==> src/hdl/tgs_pkg.sv <==
// shared types, constants and defaults for the granular synthesiser
`default_nettype none
package tgs_pkg;

	// default sizes
	localparam int NGRAINS_DEF     = 8;
	localparam int SOUND_DEPTH_DEF = 65536;
	localparam int ENV_DEPTH_DEF   = 1024;

	// register reset values
	localparam logic [31:0] BASE_INC_RST  = 32'd894785;
	localparam logic [17:0] SRATE_RST     = 18'd48000;
	localparam logic [16:0] TLEN_RST      = 17'd65536;
	localparam logic [10:0] ELEN_RST      = 11'd1024;
	localparam logic [14:0] THRESHOLD_RST = 15'd3;

	// output saturation limits
	localparam int OUT_MAX = 262143;
	localparam int OUT_MIN = -262144;

	typedef enum logic [1:0] {
		MODE_SOUND = 2'd0,
		MODE_ENV   = 2'd1,
		MODE_TICK  = 2'd2,
		MODE_NONE  = 2'd3
	} mode_t;

	typedef enum logic [2:0] {
		CFG_BASE_INC    = 3'd0,
		CFG_SAMPLE_RATE = 3'd1,
		CFG_TABLE_LEN   = 3'd2,
		CFG_ENV_LEN     = 3'd3,
		CFG_THRESHOLD   = 3'd4
	} cfg_idx_t;

	typedef enum logic [3:0] {
		S_IDLE, S_INC, S_PTR, S_PH, S_EMUL, S_ELO, S_EHI, S_AMP,
		S_RTG, S_IDX, S_SLO, S_SHI, S_VAL, S_ACC, S_FIN
	} state_t;

	typedef struct packed {
		logic snd_wr;
		logic env_wr;
		logic tick_ld;
		logic inc_ld;
		logic ptr_upd;
		logic ph_ld;
		logic p_ld;
		logic env_rd_lo;
		logic env_rd_hi;
		logic amp_ld;
		logic rtg;
		logic idx_ld;
		logic snd_rd_lo;
		logic snd_rd_hi;
		logic val_ld;
		logic acc;
		logic out_ld;
	} dp_cmd_t;

	typedef struct packed {
		logic last_grain;
		logic out_free;
	} dp_stat_t;

endpackage
`default_nettype wire

==> src/hdl/tgs_ctrl.sv <==
// controller: walks one tick through the grains, dispatches write beats
`default_nettype none
module tgs_ctrl (
	input  wire logic             clk,
	input  wire logic             arst_n,
	input  wire logic             in_valid,
	input  wire logic [1:0]       in_mode,
	output logic                  in_ready,
	input  wire tgs_pkg::dp_stat_t stat,
	output tgs_pkg::dp_cmd_t      cmd
);
	import tgs_pkg::*;

	state_t state_q, state_d;
	logic   accept;

	assign accept = in_valid && in_ready;

	always_ff @(posedge clk or negedge arst_n) begin
		if (!arst_n) begin
			state_q <= S_IDLE;
		end else begin
			state_q <= state_d;
		end
	end

	// next state
	always_comb begin
		state_d = state_q;
		unique case (state_q)
			S_IDLE: begin
				if (accept && (mode_t'(in_mode) == MODE_TICK)) begin
					state_d = S_INC;
				end
			end
			S_INC:  state_d = S_PTR;
			S_PTR:  state_d = S_PH;
			S_PH:   state_d = S_EMUL;
			S_EMUL: state_d = S_ELO;
			S_ELO:  state_d = S_EHI;
			S_EHI:  state_d = S_AMP;
			S_AMP:  state_d = S_RTG;
			S_RTG:  state_d = S_IDX;
			S_IDX:  state_d = S_SLO;
			S_SLO:  state_d = S_SHI;
			S_SHI:  state_d = S_VAL;
			S_VAL:  state_d = S_ACC;
			S_ACC:  state_d = stat.last_grain ? S_FIN : S_PH;
			S_FIN: begin
				if (stat.out_free) begin
					state_d = S_IDLE;
				end
			end
			default: state_d = S_IDLE;
		endcase
	end

	// outputs
	always_comb begin
		cmd      = '0;
		in_ready = 1'b0;
		unique case (state_q)
			S_IDLE: begin
				in_ready = 1'b1;
				if (accept) begin
					unique case (mode_t'(in_mode))
						MODE_SOUND: cmd.snd_wr  = 1'b1;
						MODE_ENV:   cmd.env_wr  = 1'b1;
						MODE_TICK:  cmd.tick_ld = 1'b1;
						MODE_NONE:  ;
					endcase
				end
			end
			S_INC:  cmd.inc_ld    = 1'b1;
			S_PTR:  cmd.ptr_upd   = 1'b1;
			S_PH:   cmd.ph_ld     = 1'b1;
			S_EMUL: cmd.p_ld      = 1'b1;
			S_ELO:  cmd.env_rd_lo = 1'b1;
			S_EHI:  cmd.env_rd_hi = 1'b1;
			S_AMP:  cmd.amp_ld    = 1'b1;
			S_RTG:  cmd.rtg       = 1'b1;
			S_IDX:  cmd.idx_ld    = 1'b1;
			S_SLO:  cmd.snd_rd_lo = 1'b1;
			S_SHI:  cmd.snd_rd_hi = 1'b1;
			S_VAL:  cmd.val_ld    = 1'b1;
			S_ACC:  cmd.acc       = 1'b1;
			S_FIN:  cmd.out_ld    = stat.out_free;
			default: ;
		endcase
	end
endmodule
`default_nettype wire
==> config.mk <==
export PLATFORM = sky130hd
export DESIGN_NAME = tgs_ctrl
export DESIGN_NICKNAME = d
export VERILOG_FILES = /design/src/hdl/tgs_pkg.sv /design/src/hdl/tgs_ctrl.sv
export SDC_FILE = /design/constraint.sdc
export NUM_CORES = 1
export LEC_CHECK = 0
export ABC_AREA = 0
export BUFFER_PORTS_ARGS = -buffer_cell sky130_fd_sc_hd__buf_4
export CORE_AREA = 2 2 39 41
export CTS_CLUSTER_SIZE = 24
export DETAILED_ROUTE_END_ITERATION = 12
export DIE_AREA = 0 0 41 43
export GPL_TIMING_DRIVEN = 0
export PLACE_DENSITY_LB_ADDON = 0.2
export SLEW_MARGIN = 5
export SYNTH_ARGS = -nofsm -noshare
export SYNTH_HDL_FRONTEND = slang
export SYNTH_SLANG_ARGS = --single-unit
==> constraint.sdc <==
create_clock -name clk -period 1.2 [get_ports clk]
set_clock_uncertainty 0.15 [all_clocks]
set_input_delay 0.24 -clock clk [delete_from_list [all_inputs] [get_ports clk]]
set_output_delay 0.24 -clock clk [all_outputs]
set_load 0.02 [all_outputs]
* After elaboration in Yosys (flattened, before gate mapping) *
Index checks and enable logic that the tools add are counted.

storage, ports and cells
  logic and storage cells = 48
  register bits after elaboration = 4

operators by class
  equality and inequality tests = 18
  reductions and logical operators = 5
  muxes and demuxes = 24

operators by type and width
  cell                number
  $pmux 4 s15         1
  $eq 4x4->1 const B  7
  $mux 1              18
  $eq 4x3->1 const B  4
  $mux 4              3
  $eq 4x2->1 const B  2
  $mux 3              2
  $eq 4x1->1 const B  1
  $logic_not 4->1     1
  $ne 2x2->1 const B  2
  $eq 2x1->1 const B  1
  $eq 2x2->1 const B  1
  $logic_and 1x1->1   2
  $logic_not 2->1     1
  $reduce_and 2->1    1

* Logic depth before layout (Yosys ltp) *
  depth in word-level cells = 6
  gate-level depth with buffers = 4
  depth with buffers taken out = 3

* Worst setup path before layout *
Ideal clock, no wire load.

  path kind = reg-to-output
  start point = register state_q[1]
  end point = output port cmd[14] in the netlist's numbering
  setup slack = -0.429 ns
  stages on the path, launching flop included = 3
  required time = 0.810 ns
  data arrival time = 1.239 ns
  path through = dfrtp_1 > nor4_4 > and4b_1

RTL lines
  what                    RTL line        source
  start, declared         tgs_ctrl.sv:14  state_t state_q, state_d;
  start signal, assigned  tgs_ctrl.sv:23  state_q <= state_d;
  end, declared           tgs_ctrl.sv:10  output tgs_pkg::dp_cmd_t cmd

==> results.py <==
metrics = {
    "final_layout": {
        "drive_gt1_share_pct": 86.0,
        "antenna_cells": 0,
        "layout_commonest_cell": "buf_6",
        "largest_reg_flops": 4,
        "largest_register": "state_q",
        "fin_cells": 116,
        "final_nets": 109,
        "final_cell_mix": "buf_6 (23), buf_4 (19), nor2_4 (9)",
        "biggestRegsByFlops": "state_q: 4 flops",
        "final_util_pct": 85.4,
        "synthToLayoutAreaGrowth_pct": 189,
    },
    "grt": {
        "track_usage_pct": 21.5,
        "antenna_found_initial": 0,
        "grt_pass1_wl_um": 2460,
        "overflow": 0,
        "grt_max_degree": 11,
        "grt_pass1_vias": 542,
    },
    "synth": {
        "syn-num-nets": 58,
        "avgSynthCellArea_um2": 8.02,
        "ys_types": 20,
        "yosysWarnings": 0,
        "ys_seq_area_share_pct": 24.5,
        "syn_inst": 51,
        "synthesis.area_um2": 409,
        "ys_ff_latch": 4,
    },
    "pwr": {
        "p_leak_uw": 0.000498,
        "power_frac_seq_pct": 9.8,
        "p_sw_uw": 1470,
        "intPower_uw": 1740,
        "p_clk_share_pct": 5.0,
        "ir_worst_vdd_v": 0.00150,
        "power_density_nw_per_um2": 2720,
        "finalPower_uw": 3210,
        "p_sw_share_pct": 45.7,
        "comb_power_share_pct": 85.2,
    },
    "floorplan": {
        "io_pins": 25,
        "placement_rows": 14,
        "die-area_um2": 1760,
        "start_util_pct": 29.6,
        "die_x_um": 41,
        "core_um2": 1380,
        "die_h_um": 43,
    },
    "clock_network": {
        "cts_buffer_depth": 2,
        "cts.sinks": 4,
        "cts_buffers": 3,
        "cts-root-buf": "clkbuf_4",
        "cts_tree": "built",
        "htree_levels": 1,
        "clk_pin_slew_worst_paths_ns": 0.04,
        "worstSkewPairLatency_ns": 0.23,
    },
    "drt": {
        "drtPass1Iterations": 3,
        "dr_total_vias": 581,
        "drc_errors": 0,
        "wl_per_cell_um": 15.6,
        "vias_per_cell": 5.01,
        "drt_wl_total_um": 1810,
        "ant_nets": 0,
        "drtIter0Drc": 10,
    },
    "setup_path": {
        "crit_top_cell": "buf_4",
        "cp.required_ns": 0.81,
        "path_depth": 5,
        "ff2ff_path_depth": 7,
        "crit_slowest_cell": "dfrtp_1",
        "critPathCaptureType": "output pin",
        "path_class": "flop to output pin",
        "worstPathArrival_ns": 1.38,
        "critPathLaunchType": "flop",
        "worstPathMaxFanout": 4,
        "crit_buf_inv": 4,
        "crit_family": "buffers and inverters",
        "critPathMaxStageDelay_ns": 0.40,
        "cp_cell_sequence": "buf_4, buf_8, buf_4, nor3_4, buf_6",
    },
    "sta": {
        "setup_tns_ns": -9.76,
        "fin_crit_sh_pct": 148,
        "fmax_mhz": 564,
        "rsz0062_at_grt": "yes",
        "tightest_slew_ns": 0.267,
        "hold_viol_final": 0,
        "drv_slew": 0,
        "setup_slack_ns": -0.572,
        "slew_headroom_pct": 82.1,
        "setup_viol": 22,
        "period_needed_ns": 1.77,
    },
    "placement": {
        "place_congestion": 0.750,
        "pre_cts_slack_ns": -0.369,
        "hpwl_um": 937,
        "io_buffers": 24,
        "dp_cells": 91,
    },
    "worst_hold_path": {
        "hp-class": "primary input to asynchronous set/reset pin",
    },
    "job": {
        "maxCapViolCount": 0,
    },
    "outcome": {
        "violations": "negative setup slack",
        "status": "complete, but fails checks",
    },
}
## routing by layer
metal	vias up	routed length [µm]	track usage (%)
met4	0	0	10.0
met2	11	1050	36.9
li1	281	-	-
met3	0	30	3.14
met5	-	0	0
met1	289	729	24.3
## power groups by stage
stage	clock (µW)	sequential [µW]	combinational (µW)
2_1_floorplan	0	293	1200
3_3_place_gp	0	311	1530
3_5_place_dp	0	314	1540
4_1_cts	174	304	2220
5_1_grt	182	325	2860
6_report	161	314	2740
## cells in the mapped netlist
cell type / instances / area share (%)
o21a_1: 1 / 1.8
nor4_4: 1 / 5.2
buf_6: 2 / 5.5
nand3b_1: 1 / 1.8
a21oi_1: 2 / 2.4
o21ai_1: 1 / 1.2
and4bb_1: 1 / 3.1
a32oi_1: 1 / 2.1
nand2_1: 3 / 2.8
nor2_2: 2 / 3.1
buf_4: 2 / 3.7
nand2b_1: 8 / 12
nand2_2: 1 / 1.5
nor2_1: 7 / 6.4
nor3_1: 6 / 7.3
and4b_1: 2 / 4.9
a21o_1: 2 / 3.7
nand3_1: 3 / 3.7
a211oi_2: 1 / 3.1
dfrtp_1: 4 / 24
## area by class of cell
type,count,area (µm²)
buffer,4,70.1
tap,16,20.0
timing repair buffer,46,467
fill,65,201
clock buffer,3,22.5
multi-input combinational,43,499
sequential,4,104
## through the flow
stage / hold WS, ns / instance area, µm²
global placement: -0.115 / 766
floorplan: -0.206 / 566
detailed placement: -0.115 / 766
finish: 0.183 / 1180
global route: 0.186 / 1180
CTS: 0.170 / 1040
## what timing repair did
action | 4_1_cts | 5_1_grt
endpoints found under the hold margin | 4 | 0
pin swaps | 8 | 9
buffers inserted | 13 | 9
resized for setup | 31 | 17
hold buffers | 1 | 0
setup endpoints to repair | 22 | 22
## path summary, 6_finish.rpt
path | start | endpoint | slack (ns)
setup / recovery | state_q[0] | cmd[6] | -0.57
hold / removal | arst_n | state_q[1] | 0.18
setup reg to reg | state_q[0] | state_q[3] | -0.34
hold reg to reg | state_q[3] | state_q[3] | 0.61
max in group asynchronous | arst_n | state_q[2] | 0.61
min in group clk | stat[1] | state_q[3] | 0.23
## cell families after synthesis
group,synth area share [%]
buf+inv,9.17
flops,24.5
simple gates,52.0
compound gates,14.4
Power figures use the tool's default switching activity.
